`config.mk`:
```
export PLATFORM = sky130hd
export DESIGN_NAME = seeded_byte_permutation
export DESIGN_NICKNAME = d
export VERILOG_FILES = /design/src/hdl/sbp_pkg.sv /design/src/hdl/sbp_rng.sv /design/src/hdl/sbp_maps.sv /design/src/hdl/seeded_byte_permutation.sv
export SDC_FILE = /design/constraint.sdc
export NUM_CORES = 2
export LEC_CHECK = 0
export BUFFER_PORTS_ARGS = -buffer_cell sky130_fd_sc_hd__buf_2
export CORE_MARGIN = 5
export CORE_UTILIZATION = 42
export CTS_CLUSTER_SIZE = 12
export DETAILED_ROUTE_END_ITERATION = 8
export HOLD_SLACK_MARGIN = 0.08
export PLACE_DENSITY = 0.57
export SYNTH_ARGS = -nofsm -noshare
export SYNTH_HDL_FRONTEND = slang
export SYNTH_SLANG_ARGS = --single-unit
export TNS_END_PERCENT = 10
```
`constraint.sdc`:
```
create_clock -name i_clk -period 6.7 [get_ports i_clk]
set_input_delay 0.335 -clock i_clk [delete_from_list [all_inputs] [get_ports i_clk]]
set_output_delay 0.335 -clock i_clk [all_outputs]
set_load 0.02 [all_outputs]
```
`src/hdl/sbp_pkg.sv`:
```
// shared types and constants for the seeded byte permutation block
// no dependencies; imported by sbp_rng, sbp_maps and seeded_byte_permutation
`default_nettype none

package sbp_pkg;

    // map geometry: 256 entries of one byte each
    localparam int unsigned MAP_DEPTH = 256;
    localparam int unsigned ADDR_W    = 8;
    localparam int unsigned IDX_W     = 9;

    // generator constants
    localparam int unsigned SEED_W      = 64;
    localparam logic [63:0] PERM_SALT   = 64'h00A5_A5DE_ADBE_EF42;
    localparam logic [63:0] GOLDEN_SEED = 64'h9E37_79B9_7F4A_7C15;
    localparam logic [63:0] RNG_MULT    = 64'h2545_F491_4F6C_DD1D;
    localparam int unsigned XS_SHIFT_A  = 12;
    localparam int unsigned XS_SHIFT_B  = 25;
    localparam int unsigned XS_SHIFT_C  = 27;

    // input command codes
    typedef enum logic [1:0] {
        CMD_REBUILD = 2'd0,
        CMD_ENCODE  = 2'd1,
        CMD_DECODE  = 2'd2,
        CMD_UNUSED  = 2'd3
    } t_command;

    // memory read and write requests
    typedef struct packed {
        logic              en;
        logic [ADDR_W-1:0] addr;
    } t_ram_rd;

    typedef struct packed {
        logic              en;
        logic [ADDR_W-1:0] addr;
        logic [ADDR_W-1:0] data;
    } t_ram_wr;

    // generator control and status
    typedef struct packed {
        logic             load;
        logic             draw;
        logic [IDX_W-1:0] modulus;
    } t_rng_req;

    typedef struct packed {
        logic              done;
        logic [ADDR_W-1:0] pick;
    } t_rng_rsp;

endpackage

`default_nettype wire

```
`src/hdl/sbp_rng.sv`:
```
// xorshift64* generator with bit-serial multiply and bit-serial modulo reduction
// depends on sbp_pkg
`default_nettype none

module sbp_rng
    import sbp_pkg::*;
(
    input  wire logic              i_clk,
    input  wire logic              i_rst_n,
    input  wire logic [SEED_W-1:0] i_seed,
    input  wire t_rng_req          i_req,
    output t_rng_rsp               o_rsp
);

    localparam int unsigned CNT_W = $clog2(SEED_W);

    typedef enum logic [2:0] {
        RS_IDLE,
        RS_XS1,
        RS_XS2,
        RS_XS3,
        RS_MUL,
        RS_MOD,
        RS_DONE
    } t_rng_state;

    t_rng_state        r_state;
    logic [SEED_W-1:0] r_x;
    logic [SEED_W-1:0] r_mul;
    logic [SEED_W-1:0] r_acc;
    logic [CNT_W-1:0]  r_cnt;
    logic [IDX_W-1:0]  r_mod;
    logic [ADDR_W-1:0] r_rem;

    logic [SEED_W-1:0] seed_mix;
    logic [SEED_W-1:0] xs3;
    logic [IDX_W-1:0]  rem_t;
    logic [IDX_W-1:0]  rem_sub;
    logic              last_bit;

    // start value with zero replacement
    assign seed_mix = (((i_seed ^ PERM_SALT) == '0) ? GOLDEN_SEED : (i_seed ^ PERM_SALT));
    assign xs3      = r_x ^ (r_x >> XS_SHIFT_C);

    // one restoring remainder step per cycle, product msb first
    assign rem_t    = {r_rem, r_acc[SEED_W-1]};
    assign rem_sub  = rem_t - r_mod;
    assign last_bit = (r_cnt == CNT_W'(SEED_W - 1));

    // sequencer: three shift steps, 64 multiply steps, 64 remainder steps
    always_ff @(posedge i_clk) begin
        if (!i_rst_n) begin
            r_state <= RS_IDLE;
            r_x     <= '0;
            r_cnt   <= '0;
        end else begin
            unique case (r_state)
                RS_IDLE: begin
                    if (i_req.load) begin
                        r_x <= seed_mix;
                    end
                    if (i_req.draw) begin
                        r_mod   <= i_req.modulus;
                        r_state <= RS_XS1;
                    end
                end
                RS_XS1: begin
                    r_x     <= r_x ^ (r_x >> XS_SHIFT_A);
                    r_state <= RS_XS2;
                end
                RS_XS2: begin
                    r_x     <= r_x ^ (r_x << XS_SHIFT_B);
                    r_state <= RS_XS3;
                end
                RS_XS3: begin
                    r_x     <= xs3;
                    r_mul   <= xs3;
                    r_acc   <= '0;
                    r_cnt   <= '0;
                    r_state <= RS_MUL;
                end
                RS_MUL: begin
                    r_acc <= {r_acc[SEED_W-2:0], 1'b0}
                             + (r_mul[SEED_W-1] ? RNG_MULT : '0);
                    r_mul <= {r_mul[SEED_W-2:0], 1'b0};
                    r_cnt <= r_cnt + CNT_W'(1);
                    if (last_bit) begin
                        r_rem   <= '0;
                        r_state <= RS_MOD;
                    end
                end
                RS_MOD: begin
                    r_rem <= (rem_t >= r_mod) ? rem_sub[ADDR_W-1:0] : rem_t[ADDR_W-1:0];
                    r_acc <= {r_acc[SEED_W-2:0], 1'b0};
                    r_cnt <= r_cnt + CNT_W'(1);
                    if (last_bit) begin
                        r_state <= RS_DONE;
                    end
                end
                RS_DONE: begin
                    r_state <= RS_IDLE;
                end
                default: begin
                    r_state <= RS_IDLE;
                end
            endcase
        end
    end

    assign o_rsp.done = (r_state == RS_DONE);
    assign o_rsp.pick = r_rem;

endmodule

`default_nettype wire

```
`src/hdl/sbp_maps.sv`:
```
// forward and inverse byte maps, one read and one write port each, registered read
// depends on sbp_pkg
`default_nettype none

module sbp_maps
    import sbp_pkg::*;
(
    input  wire logic              i_clk,
    input  wire t_ram_rd           i_fwd_rd,
    input  wire t_ram_wr           i_fwd_wr,
    input  wire t_ram_rd           i_inv_rd,
    input  wire t_ram_wr           i_inv_wr,
    output logic [ADDR_W-1:0]      o_fwd_q,
    output logic [ADDR_W-1:0]      o_inv_q
);

    logic [ADDR_W-1:0] r_fwd_mem [MAP_DEPTH];
    logic [ADDR_W-1:0] r_inv_mem [MAP_DEPTH];

    // forward map
    always_ff @(posedge i_clk) begin
        if (i_fwd_rd.en) begin
            o_fwd_q <= r_fwd_mem[i_fwd_rd.addr];
        end
        if (i_fwd_wr.en) begin
            r_fwd_mem[i_fwd_wr.addr] <= i_fwd_wr.data;
        end
    end

    // inverse map
    always_ff @(posedge i_clk) begin
        if (i_inv_rd.en) begin
            o_inv_q <= r_inv_mem[i_inv_rd.addr];
        end
        if (i_inv_wr.en) begin
            r_inv_mem[i_inv_wr.addr] <= i_inv_wr.data;
        end
    end

endmodule

`default_nettype wire

```
`src/hdl/seeded_byte_permutation.sv`:
```
// encode, decode and unused commands: result passes through the lookup stage and the output register,
// one command per cycle while the output drains; lookups are single map reads
// rebuild: 256 fill writes, 255 draws with swaps, then the inverse; its length is
// set by the bit-serial multiply and remainder in the generator; no input meanwhile
// reset: maps read as identity until the first rebuild, seed and generator cleared
// depends on sbp_pkg, sbp_rng, sbp_maps
`default_nettype none

module seeded_byte_permutation
    import sbp_pkg::*;
(
    input  wire logic              i_clk,
    input  wire logic              i_rst_n,
    input  wire logic              i_in_valid,
    output logic                   o_in_ready,
    input  wire logic [1:0]        i_command,
    input  wire logic [7:0]        i_data_byte,
    output logic                   o_out_valid,
    input  wire logic              i_out_ready,
    output logic [7:0]             o_result_byte,
    input  wire logic              i_cfg_valid,
    output logic                   o_cfg_ready,
    input  wire logic [SEED_W-1:0] i_shuffle_seed
);

    typedef enum logic [3:0] {
        ST_IDLE,
        ST_FILL,
        ST_DRAW_REQ,
        ST_DRAW_WAIT,
        ST_SW_RD_HI,
        ST_SW_RD_PICK,
        ST_SW_WR_HI,
        ST_SW_WR_PICK,
        ST_INV,
        ST_INV_LAST,
        ST_FINISH
    } t_state;

    typedef enum logic [1:0] {
        LK_ZERO,
        LK_FWD,
        LK_INV,
        LK_IDENT
    } t_lk_kind;

    t_state            r_state;
    logic [IDX_W-1:0]  r_idx;
    logic [ADDR_W-1:0] r_pick;
    logic [ADDR_W-1:0] r_hold;
    logic              r_inv_pend;
    logic [ADDR_W-1:0] r_inv_j;
    logic              r_built;
    logic [SEED_W-1:0] r_seed;
    logic              r_lk_valid;
    t_lk_kind          r_lk_kind;
    logic [ADDR_W-1:0] r_lk_addr;
    logic              r_out_valid;
    logic [ADDR_W-1:0] r_out_byte;

    t_command          cmd;
    logic              in_accept;
    logic              out_free;
    logic              finish_go;
    logic [IDX_W-1:0]  idx_dec;
    logic [ADDR_W-1:0] idx_m1;
    logic [ADDR_W-1:0] lk_result;
    logic [ADDR_W-1:0] fwd_q;
    logic [ADDR_W-1:0] inv_q;
    t_ram_rd           fwd_rd;
    t_ram_wr           fwd_wr;
    t_ram_rd           inv_rd;
    t_ram_wr           inv_wr;
    t_rng_req          rng_req;
    t_rng_rsp          rng_rsp;

    assign cmd       = t_command'(i_command);
    assign out_free  = !r_out_valid || i_out_ready;
    assign o_in_ready = (r_state == ST_IDLE) && (!r_lk_valid || out_free);
    assign in_accept = i_in_valid && o_in_ready;
    assign finish_go = (r_state == ST_FINISH) && (!r_lk_valid || out_free);
    assign idx_dec   = r_idx - IDX_W'(1);
    assign idx_m1    = idx_dec[ADDR_W-1:0];

    // seed register always takes a transfer
    assign o_cfg_ready = 1'b1;

    // map port control
    always_comb begin
        fwd_rd      = '0;
        fwd_wr      = '0;
        fwd_rd.addr = i_data_byte;
        unique case (r_state)
            ST_IDLE: begin
                fwd_rd.en = in_accept && (cmd == CMD_ENCODE);
            end
            ST_FILL: begin
                fwd_wr.en   = 1'b1;
                fwd_wr.addr = r_idx[ADDR_W-1:0];
                fwd_wr.data = r_idx[ADDR_W-1:0];
            end
            ST_SW_RD_HI: begin
                fwd_rd.en   = 1'b1;
                fwd_rd.addr = idx_m1;
            end
            ST_SW_RD_PICK: begin
                fwd_rd.en   = 1'b1;
                fwd_rd.addr = r_pick;
            end
            ST_SW_WR_HI: begin
                fwd_wr.en   = 1'b1;
                fwd_wr.addr = idx_m1;
                fwd_wr.data = fwd_q;
            end
            ST_SW_WR_PICK: begin
                fwd_wr.en   = 1'b1;
                fwd_wr.addr = r_pick;
                fwd_wr.data = r_hold;
            end
            ST_INV: begin
                fwd_rd.en   = 1'b1;
                fwd_rd.addr = r_idx[ADDR_W-1:0];
            end
            ST_DRAW_REQ, ST_DRAW_WAIT, ST_INV_LAST, ST_FINISH: begin
            end
        endcase

        inv_rd.en   = in_accept && (cmd == CMD_DECODE);
        inv_rd.addr = i_data_byte;
        inv_wr.en   = r_inv_pend;
        inv_wr.addr = fwd_q;
        inv_wr.data = r_inv_j;

        rng_req.load    = in_accept && (cmd == CMD_REBUILD);
        rng_req.draw    = (r_state == ST_DRAW_REQ) && !r_lk_valid;
        rng_req.modulus = r_idx;
    end

    sbp_maps u_maps (
        .i_clk    (i_clk),
        .i_fwd_rd (fwd_rd),
        .i_fwd_wr (fwd_wr),
        .i_inv_rd (inv_rd),
        .i_inv_wr (inv_wr),
        .o_fwd_q  (fwd_q),
        .o_inv_q  (inv_q)
    );

    sbp_rng u_rng (
        .i_clk   (i_clk),
        .i_rst_n (i_rst_n),
        .i_seed  (r_seed),
        .i_req   (rng_req),
        .o_rsp   (rng_rsp)
    );

    // lookup stage result select
    always_comb begin
        unique case (r_lk_kind)
            LK_ZERO:  lk_result = '0;
            LK_FWD:   lk_result = fwd_q;
            LK_INV:   lk_result = inv_q;
            LK_IDENT: lk_result = r_lk_addr;
        endcase
    end

    // rebuild sequencer, lookup stage and output register
    always_ff @(posedge i_clk) begin
        if (!i_rst_n) begin
            r_state     <= ST_IDLE;
            r_idx       <= '0;
            r_inv_pend  <= 1'b0;
            r_built     <= 1'b0;
            r_seed      <= '0;
            r_lk_valid  <= 1'b0;
            r_lk_kind   <= LK_ZERO;
            r_out_valid <= 1'b0;
        end else begin
            r_inv_pend <= (r_state == ST_INV);

            if (i_cfg_valid && o_cfg_ready) begin
                r_seed <= i_shuffle_seed;
            end

            unique case (r_state)
                ST_IDLE: begin
                    if (in_accept && (cmd == CMD_REBUILD)) begin
                        r_idx   <= '0;
                        r_state <= ST_FILL;
                    end
                end
                ST_FILL: begin
                    if (r_idx == IDX_W'(MAP_DEPTH - 1)) begin
                        r_idx   <= IDX_W'(MAP_DEPTH);
                        r_state <= ST_DRAW_REQ;
                    end else begin
                        r_idx <= r_idx + IDX_W'(1);
                    end
                end
                ST_DRAW_REQ: begin
                    if (!r_lk_valid) begin
                        r_state <= ST_DRAW_WAIT;
                    end
                end
                ST_DRAW_WAIT: begin
                    if (rng_rsp.done) begin
                        r_pick  <= rng_rsp.pick;
                        r_state <= ST_SW_RD_HI;
                    end
                end
                ST_SW_RD_HI: begin
                    r_state <= ST_SW_RD_PICK;
                end
                ST_SW_RD_PICK: begin
                    r_hold  <= fwd_q;
                    r_state <= ST_SW_WR_HI;
                end
                ST_SW_WR_HI: begin
                    r_state <= ST_SW_WR_PICK;
                end
                ST_SW_WR_PICK: begin
                    if (r_idx == IDX_W'(2)) begin
                        r_idx   <= '0;
                        r_state <= ST_INV;
                    end else begin
                        r_idx   <= idx_dec;
                        r_state <= ST_DRAW_REQ;
                    end
                end
                ST_INV: begin
                    r_inv_j <= r_idx[ADDR_W-1:0];
                    if (r_idx == IDX_W'(MAP_DEPTH - 1)) begin
                        r_state <= ST_INV_LAST;
                    end else begin
                        r_idx <= r_idx + IDX_W'(1);
                    end
                end
                ST_INV_LAST: begin
                    r_state <= ST_FINISH;
                end
                ST_FINISH: begin
                    if (finish_go) begin
                        r_built <= 1'b1;
                        r_state <= ST_IDLE;
                    end
                end
            endcase

            // lookup stage
            if (in_accept && (cmd != CMD_REBUILD)) begin
                r_lk_valid <= 1'b1;
                r_lk_addr  <= i_data_byte;
                priority if (cmd == CMD_ENCODE) begin
                    r_lk_kind <= r_built ? LK_FWD : LK_IDENT;
                end else if (cmd == CMD_DECODE) begin
                    r_lk_kind <= r_built ? LK_INV : LK_IDENT;
                end else begin
                    r_lk_kind <= LK_ZERO;
                end
            end else if (finish_go) begin
                r_lk_valid <= 1'b1;
                r_lk_kind  <= LK_ZERO;
            end else if (out_free) begin
                r_lk_valid <= 1'b0;
            end

            // output register
            if (out_free) begin
                r_out_valid <= r_lk_valid;
                if (r_lk_valid) begin
                    r_out_byte <= lk_result;
                end
            end
        end
    end

    assign o_out_valid   = r_out_valid;
    assign o_result_byte = r_out_byte;

    // shuffle reads never clobber a pending forward lookup
    a_no_rd_clobber: assert property (@(posedge i_clk) disable iff (!i_rst_n)
        (fwd_rd.en && (r_state != ST_IDLE)) |-> !r_lk_valid)
        else $error("forward map read during rebuild while a lookup is pending");

    // a stalled lookup result is kept
    a_lk_held: assert property (@(posedge i_clk) disable iff (!i_rst_n)
        (r_lk_valid && !out_free) |=> r_lk_valid)
        else $error("lookup result lost while output stalled");

    // generator reports only when the sequencer waits for it
    a_rng_done: assert property (@(posedge i_clk) disable iff (!i_rst_n)
        rng_rsp.done |-> (r_state == ST_DRAW_WAIT))
        else $error("generator finished outside a draw");

    // swap partner lies below the current bound
    a_pick_range: assert property (@(posedge i_clk) disable iff (!i_rst_n)
        (r_state == ST_SW_RD_HI) |-> ({1'b0, r_pick} < r_idx))
        else $error("shuffle pick out of range");

endmodule

`default_nettype wire

```
* After elaboration in Yosys (flattened, before gate mapping)
Memory sizes are Yosys's and may differ from the RTL's. A register that Yosys moved wholly into a read port is not among the register bits. Index checks and enable logic that the tools add are counted.
Word-level totals: register bits after elaboration 341, latch bits 0, RAM bits 4096, memory bits (read-only) 0, input bits 79, output and inout bits 11, memories 2
Memories:
- u_maps.r_fwd_mem | words 256, width 8, read ports 1, clocked after memory_dff 1, write ports 1, line sbp_maps.sv:17 | logic [ADDR_W-1:0] r_fwd_mem [MAP_DEPTH];
- u_maps.r_inv_mem | words 256, width 8, read ports 1, clocked after memory_dff 1, write ports 1, line sbp_maps.sv:18 | logic [ADDR_W-1:0] r_inv_mem [MAP_DEPTH];
Operators by class: add/subtract/negate cells 5, multipliers 0, div/mod/pow operators 0, magnitude comparators 1, equal/unequal tests 35, shift-type cells 0, multiplexer cells 44, bitwise gates (word level) 4, reduce and logical (&&, ||, !) cells 42
Operator list (number):
- 64-bit one-hot mux with 4 select lines | 1
- 64-bit one-hot mux with 3 select lines | 1
- 64-bit two-way mux | 2
- 64-bit one-hot mux with 2 select lines | 1
- 64-bit adder | 1
- 64-bit zero test | 1
- 64-bit by 37-bit XOR with 64-bit output | 1
- 64-bit by 52-bit XOR with 64-bit output | 1
- 64-bit XOR | 1
- 62-bit two-way mux | 1
- 17-bit one-hot mux with 3 select lines | 1
- 4-bit one-hot mux with 11 select lines | 1
- 9-bit two-way mux | 4
- 9-bit one-hot mux with 4 select lines | 1
- 34-bit NOT | 1
- 8-bit one-hot mux with 4 select lines | 1
- 4-bit two-way mux | 7
- 8-bit one-hot mux with 3 select lines | 1
- 3-bit one-hot mux with 6 select lines | 1
- 3-bit AND reduction | 6
- 4-bit by 3-bit equality test with 1-bit output (second input constant) | 4
- 8-bit two-way mux | 2
- 2-bit != test (second input constant) | 8
- 8-bit one-hot mux with 2 select lines | 1
- 35 further kinds | 81

* Longest topological paths before layout
word-level depth 8, mapped depth 18

* Cells and area by module
From an unflattened synthesis, not the netlist that was laid out.
Unflattened totals: cell total of the unflattened synthesis 9821, area, all modules 180270.4 µm²
By module, submodules not included:
- sbp_maps | instances 1, cells an instance 7601, area an instance 159952.2 µm², seq. area each 123478.4 µm²
- sbp_rng | instances 1, cells an instance 1674, area an instance 14550.2 µm², seq. area each 5815.6 µm²
- seeded_byte_permutation | instances 1, cells an instance 546, area an instance 5768.0 µm², seq. area each 2862.7 µm²

* Worst setup path after synthesis
No wires, ideal clock.
path type register -> register, from register r_state[0], to memory u_maps.r_fwd_mem[0][0] (data pin), arrival 4599 ps, setup slack 1330 ps, stages on the path, launching flop included 8, period minus slack after synthesis 5370 ps, cells stage by stage dfxtp_1 buf_2 buf_1 and3_1 clkbuf_1 clkbuf_1 a222oi_1 inv_1
RTL lines:
- from (decl) | line seeded_byte_permutation.sv:47 | t_state r_state;
- from (signal assigned) | line seeded_byte_permutation.sv:170 | r_state <= ST_IDLE;
- from (signal assigned) | line seeded_byte_permutation.sv:189 | r_state <= ST_FILL;
- from (signal assigned) | line seeded_byte_permutation.sv:195 | r_state <= ST_DRAW_REQ;
- to (decl) | line sbp_maps.sv:17

* Worst setup path after layout
from register r_idx[0], to register u_maps.o_fwd_q[4] (read register of u_maps.r_fwd_mem) (data pin)
On the way: longest elaborated chain between the ends 2
RTL lines:
- from (decl) | line seeded_byte_permutation.sv:48 | logic [IDX_W-1:0] r_idx;
- from (signal assigned) | line seeded_byte_permutation.sv:194 | r_idx <= IDX_W'(MAP_DEPTH);
- from (signal assigned) | line seeded_byte_permutation.sv:197 | r_idx <= r_idx + IDX_W'(1);
- from (signal assigned) | line seeded_byte_permutation.sv:226 | r_idx <= idx_dec;
- 9-bit by 1-bit subtractor with 9-bit output | line seeded_byte_permutation.sv:82 | assign idx_dec = r_idx - IDX_W'(1);
- 8-bit one-hot mux with 3 select lines * | line seeded_byte_permutation.sv:93 | unique case (r_state)
- to (decl) | line sbp_maps.sv:13 | output logic [ADDR_W-1:0] o_fwd_q,
Every way passes the cells marked *; elsewhere a longest branch is shown, timed or not. A chain may end at the register's enable or synchronous reset.

==> metrics.txt <==
# TYPE chip_impl_metric gauge
chip_impl_metric{name="cap_violations",unit=""} 0
chip_impl_metric{name="clk_pin_slew_worst_paths",unit="ns"} 0.07
chip_impl_metric{name="synth-seq-cells",unit=""} 4453
chip_impl_metric{name="synth-compound-area-share",unit=""} 0.04463
chip_impl_info{name="ys_dominant_reg_cell",value="sky130_fd_sc_hd__edfxtp_1"} 1
chip_impl_metric{name="floorplan.die.width",unit="um"} 663.6
chip_impl_metric{name="r2r_slack",unit="ns"} 0.74
chip_impl_metric{name="cts.path.max_buffers",unit=""} 4
chip_impl_metric{name="whs",unit="ns"} 0.1581
chip_impl_metric{name="cts.sink_count",unit=""} 4453
chip_impl_info{name="cts-root-buf",value="sky130_fd_sc_hd__clkbuf_16"} 1
chip_impl_info{name="rsz0062_at_grt",value="no"} 1
chip_impl_metric{name="timing.hold.worst_path_depth",unit=""} 4
chip_impl_metric{name="yosysUniqueCellTypes",unit=""} 94
chip_impl_info{name="kind_of_critical_path",value="reg2reg"} 1
chip_impl_metric{name="synth_edf_count",unit=""} 4297
chip_impl_metric{name="insertion_delay",unit="ns"} 0.99
chip_impl_info{name="worstHoldEndpoint",value="r_seed[0]"} 1
chip_impl_metric{name="synth_simple_gate_area_share",unit=""} 0.05461
chip_impl_metric{name="detail_route.drc_violations",unit=""} 0
chip_impl_info{name="worst_setup_path_start_kind",value="flop"} 1
chip_impl_metric{name="gp_congestion",unit=""} 0.8526
chip_impl_metric{name="syn_area_per_cell",unit="um2"} 18.20
chip_impl_metric{name="drtIter0Drc",unit=""} 10880
chip_impl_metric{name="detailroute.via_count",unit=""} 95990
chip_impl_metric{name="layout_min_cycle_time",unit="ns"} 5.960
chip_impl_metric{name="slew_headroom",unit=""} 0.09696
chip_impl_info{name="layout_common_cells",value="4297 x sky130_fd_sc_hd__edfxtp_1, 1023 x sky130_fd_sc_hd__mux4_2, 740 x sky130_fd_sc_hd__nor2_1, 735 x sky130_fd_sc_hd__nand2_1, 462 x sky130_fd_sc_hd__clkbuf_16"} 1
chip_impl_metric{name="layoutNonFillerInstCount",unit=""} 16180
chip_impl_metric{name="synth.area.mux_share",unit=""} 0.1352
chip_impl_metric{name="layout.filler_cells",unit=""} 35550
chip_impl_metric{name="postcts_setup_bufs",unit=""} 0
chip_impl_metric{name="globalRouteOverflowTotal",unit=""} 0
chip_impl_metric{name="post_synth_instance_area",unit="um2"} 179400
chip_impl_metric{name="ys_async_sr_fraction",unit=""} 0
chip_impl_metric{name="drt_pass1_iterations",unit=""} 6
chip_impl_metric{name="mappedNetlistNets",unit=""} 9985
chip_impl_metric{name="finalWirelength",unit="um"} 481100
chip_impl_metric{name="ant_nets",unit=""} 0
chip_impl_metric{name="worst_slew_pin_slew",unit="ns"} 1.320
chip_impl_metric{name="final_hold_viol_count",unit=""} 0
chip_impl_metric{name="crit_required",unit="ns"} 7.39
chip_impl_metric{name="cts-resized-gates",unit=""} 0
chip_impl_metric{name="path_max_fanout",unit=""} 20
chip_impl_metric{name="seqCellArea",unit="um2"} 132200
chip_impl_metric{name="worst_clock_skew",unit="ns"} 0.1027
chip_impl_metric{name="global_route.usage.total",unit=""} 0.2135
chip_impl_metric{name="timing.setup.tns",unit="ns"} 0
chip_impl_info{name="worstHoldStart",value="i_shuffle_seed[0]"} 1
chip_impl_metric{name="placeableCoreArea",unit="um2"} 426400
chip_impl_metric{name="routed_via_density",unit=""} 5.933
chip_impl_info{name="worst_hold_path_type",value="in2reg"} 1
chip_impl_metric{name="wire_per_inst",unit="um"} 29.74
chip_impl_metric{name="post_synthesis_adder_cell_area_fraction",unit=""} 0.003431
chip_impl_metric{name="effective_utilization_at_floorplan",unit=""} 0.4207
chip_impl_info{name="tritoncts",value="done"} 1
chip_impl_metric{name="placementRows",unit=""} 240
chip_impl_metric{name="layout-drive-gt1-share",unit=""} 0.1906
chip_impl_metric{name="synthToLayoutAreaGrowth",unit="%"} 12.31
chip_impl_metric{name="global_route_wire_length_before_repair",unit="um"} 696000
chip_impl_metric{name="chipHeight",unit="um"} 663.6
chip_impl_metric{name="number_of_nets_in_the_final_layout",unit=""} 10280
chip_impl_metric{name="portBuffers",unit=""} 88
chip_impl_info{name="regToRegEndpoint",value="u_maps.o_fwd_q[4]"} 1
chip_impl_metric{name="synth_xor_xnor_area_share",unit=""} 0.005712
chip_impl_metric{name="arrival",unit="ns"} 6.65
chip_impl_metric{name="ff2ff_path_depth",unit=""} 13
chip_impl_metric{name="power.ir.vdd_worst",unit="mV"} 0.2362
chip_impl_metric{name="grt_antenna_before_repair",unit=""} 24
chip_impl_metric{name="ys_seq_area_frac",unit=""} 0.7367
chip_impl_metric{name="cts.hold.buffers_added",unit=""} 164
chip_impl_info{name="run_status",value="finished clean"} 1
chip_impl_metric{name="final_max_slew_viol_count",unit=""} 0
chip_impl_metric{name="synth.yosys.warnings",unit=""} 0
chip_impl_metric{name="grt_pass1_vias",unit=""} 96540
chip_impl_metric{name="fin_util",unit=""} 0.4725
chip_impl_metric{name="grt_max_degree",unit=""} 209
chip_impl_metric{name="clock.fmax",unit="MHz"} 167.8
chip_impl_info{name="cp-end-kind",value="flop"} 1
chip_impl_metric{name="finalSetupViolCount",unit=""} 0
chip_impl_metric{name="cts_buf_count",unit=""} 456
chip_impl_metric{name="min_period_over_period",unit=""} 0.8895
chip_impl_info{name="synth_top_family_by_area",value="multiplexers"} 1
chip_impl_info{name="layout_commonest_cell",value="sky130_fd_sc_hd__edfxtp_1"} 1
chip_impl_metric{name="post_synth_inst_count",unit=""} 9858
chip_impl_metric{name="areal_power_density_over_the_cells",unit="nW/um2"} 292.8
chip_impl_metric{name="floorplan.io_pins",unit=""} 90
chip_impl_metric{name="dp_hpwl",unit="um"} 283700
chip_impl_metric{name="multi_input_comb_area",unit="um2"} 43940
chip_impl_info{name="crit-reg2reg-launch",value="r_idx[0]"} 1
chip_impl_metric{name="power.leakage",unit="uW"} 0.06249
chip_impl_metric{name="placed_cells_incl_taps",unit=""} 15210
chip_impl_metric{name="cts.htree.levels",unit=""} 5
chip_impl_metric{name="dieArea",unit="um2"} 440300
## synth_stat cells (24+ instances only)
library cell	number	area share
sky130_fd_sc_hd__nor2_1	745	0.016
sky130_fd_sc_hd__xor2_1	24	0.0012
sky130_fd_sc_hd__a311oi_1	84	0.0041
sky130_fd_sc_hd__and3_1	115	0.0040
sky130_fd_sc_hd__inv_1	70	0.0015
sky130_fd_sc_hd__or3_1	28	0.00098
sky130_fd_sc_hd__nor2b_1	124	0.0043
sky130_fd_sc_hd__and2_1	33	0.0012
sky130_fd_sc_hd__a31oi_1	50	0.0017
sky130_fd_sc_hd__nand3_1	191	0.0053
sky130_fd_sc_hd__a211oi_1	107	0.0045
sky130_fd_sc_hd__buf_1	104	0.0022
sky130_fd_sc_hd__ha_1	46	0.0032
sky130_fd_sc_hd__mux2i_1	104	0.0058
sky130_fd_sc_hd__a21boi_0	32	0.0013
sky130_fd_sc_hd__nand4_1	32	0.0011
sky130_fd_sc_hd__a21oi_1	295	0.0082
sky130_fd_sc_hd__buf_4	34	0.0014
sky130_fd_sc_hd__dfxtp_1	156	0.017
sky130_fd_sc_hd__clkbuf_1	400	0.0084
sky130_fd_sc_hd__nand2_1	747	0.016
sky130_fd_sc_hd__o22ai_1	25	0.00087
sky130_fd_sc_hd__mux4_2	1023	0.13
sky130_fd_sc_hd__buf_2	72	0.0020
sky130_fd_sc_hd__a22oi_1	181	0.0076
sky130_fd_sc_hd__xnor2_1	93	0.0045
sky130_fd_sc_hd__edfxtp_1	4297	0.72
sky130_fd_sc_hd__nor3_1	58	0.0016
sky130_fd_sc_hd__o21ai_0	165	0.0046
## final cells by class
class / count / share of cell area
sequential: 4453 / 0.6560
multi-input combinational: 4674 / 0.2181
clock buffer: 592 / 0.06013
tap: 5687 / 0.03532
timing repair buffer: 494 / 0.02158
clock inverter: 191 / 0.007067
inverter: 70 / 0.001602
antenna: 17 / 0.0002111
## state kept, by name, summed over array words and instances (netlist names), 8 cells and up
register,count
r_lk_addr,8
u_maps.o_fwd_q,8
r_pick,8
u_rng.r_mul,64
u_maps.r_fwd_mem,2048
r_inv_j,8
r_seed,64
u_rng.r_mod,9
u_rng.r_x,64
u_maps.o_inv_q,8
u_maps.r_inv_mem,2048
o_result_byte,8
r_hold,8
u_rng.r_acc,64
r_idx,9
u_rng.r_rem,8
## routing by layer
layer / vias up / wire (um) / track usage
met3: 831 / 37220 / 0.03520
met5: - / 60 / 0
met4: 10 / 16800 / 0.06951
met1: 50750 / 191600 / 0.2923
li1: 40330 / - / -
met2: 4067 / 235400 / 0.3509
## power breakdown
group / internal, uW / leakage, uW / switching [uW] / total, uW
clock: 13000 / 0.00659 / 10500 / 23500
combinational: 1740 / 0.0159 / 2850 / 4590
sequential: 30400 / 0.0400 / 476 / 30900
## stage by stage
stage               cell area (um2)  worst slack, ns  total power (uW)
global placement             186200           0.3949             35880
detailed placement           186300           0.7564             35940
CTS                          201400           0.7344             59350
finish                       201500           0.7405             58990
global route                 201400           0.6928             60890
floorplan                    179400            1.330             34330
## how the worst max path moves through the flow
stage	startpoint	endpoint	slack, ns	cells after the start
final	r_idx[0]	u_maps.o_fwd_q[4]	0.74	13
after floorplan	r_state[0]	u_maps.r_fwd_mem[0][0]	1.33	7
after global routing	r_idx[0]	u_maps.o_fwd_q[4]	0.69	13
after CTS	r_idx[0]	u_maps.o_fwd_q[4]	0.73	13
after global placement	r_idx[0]	u_maps.o_fwd_q[6]	0.39	13
after detailed placement	r_idx[0]	u_maps.o_fwd_q[4]	0.76	13
## critical path: stages (launching register included)
cell and delay (ns):
sky130_fd_sc_hd__dfxtp_1 0.47, sky130_fd_sc_hd__inv_1 0.25, sky130_fd_sc_hd__ha_1 0.30, sky130_fd_sc_hd__or3b_1 0.53, sky130_fd_sc_hd__a21o_1 0.24, sky130_fd_sc_hd__a2111oi_1 0.94, sky130_fd_sc_hd__nor2_1 0.11, sky130_fd_sc_hd__buf_4 0.23
sky130_fd_sc_hd__nand2_2 0.70, sky130_fd_sc_hd__buf_4 0.29, sky130_fd_sc_hd__a21oi_1 0.06, sky130_fd_sc_hd__or2_0 0.32, sky130_fd_sc_hd__a2111oi_2 1.11, sky130_fd_sc_hd__nor4b_2 0.11
## cells by family after synthesis
kind of cell | Yosys count
compound gates | 1180
simple gates | 2185
fa+ha+maj | 48
flops | 4453
buf+inv | 731
other cells | 1
mux | 1143
xor+xnor | 117
No activity file was read; power rests on OpenSTA's default activity.
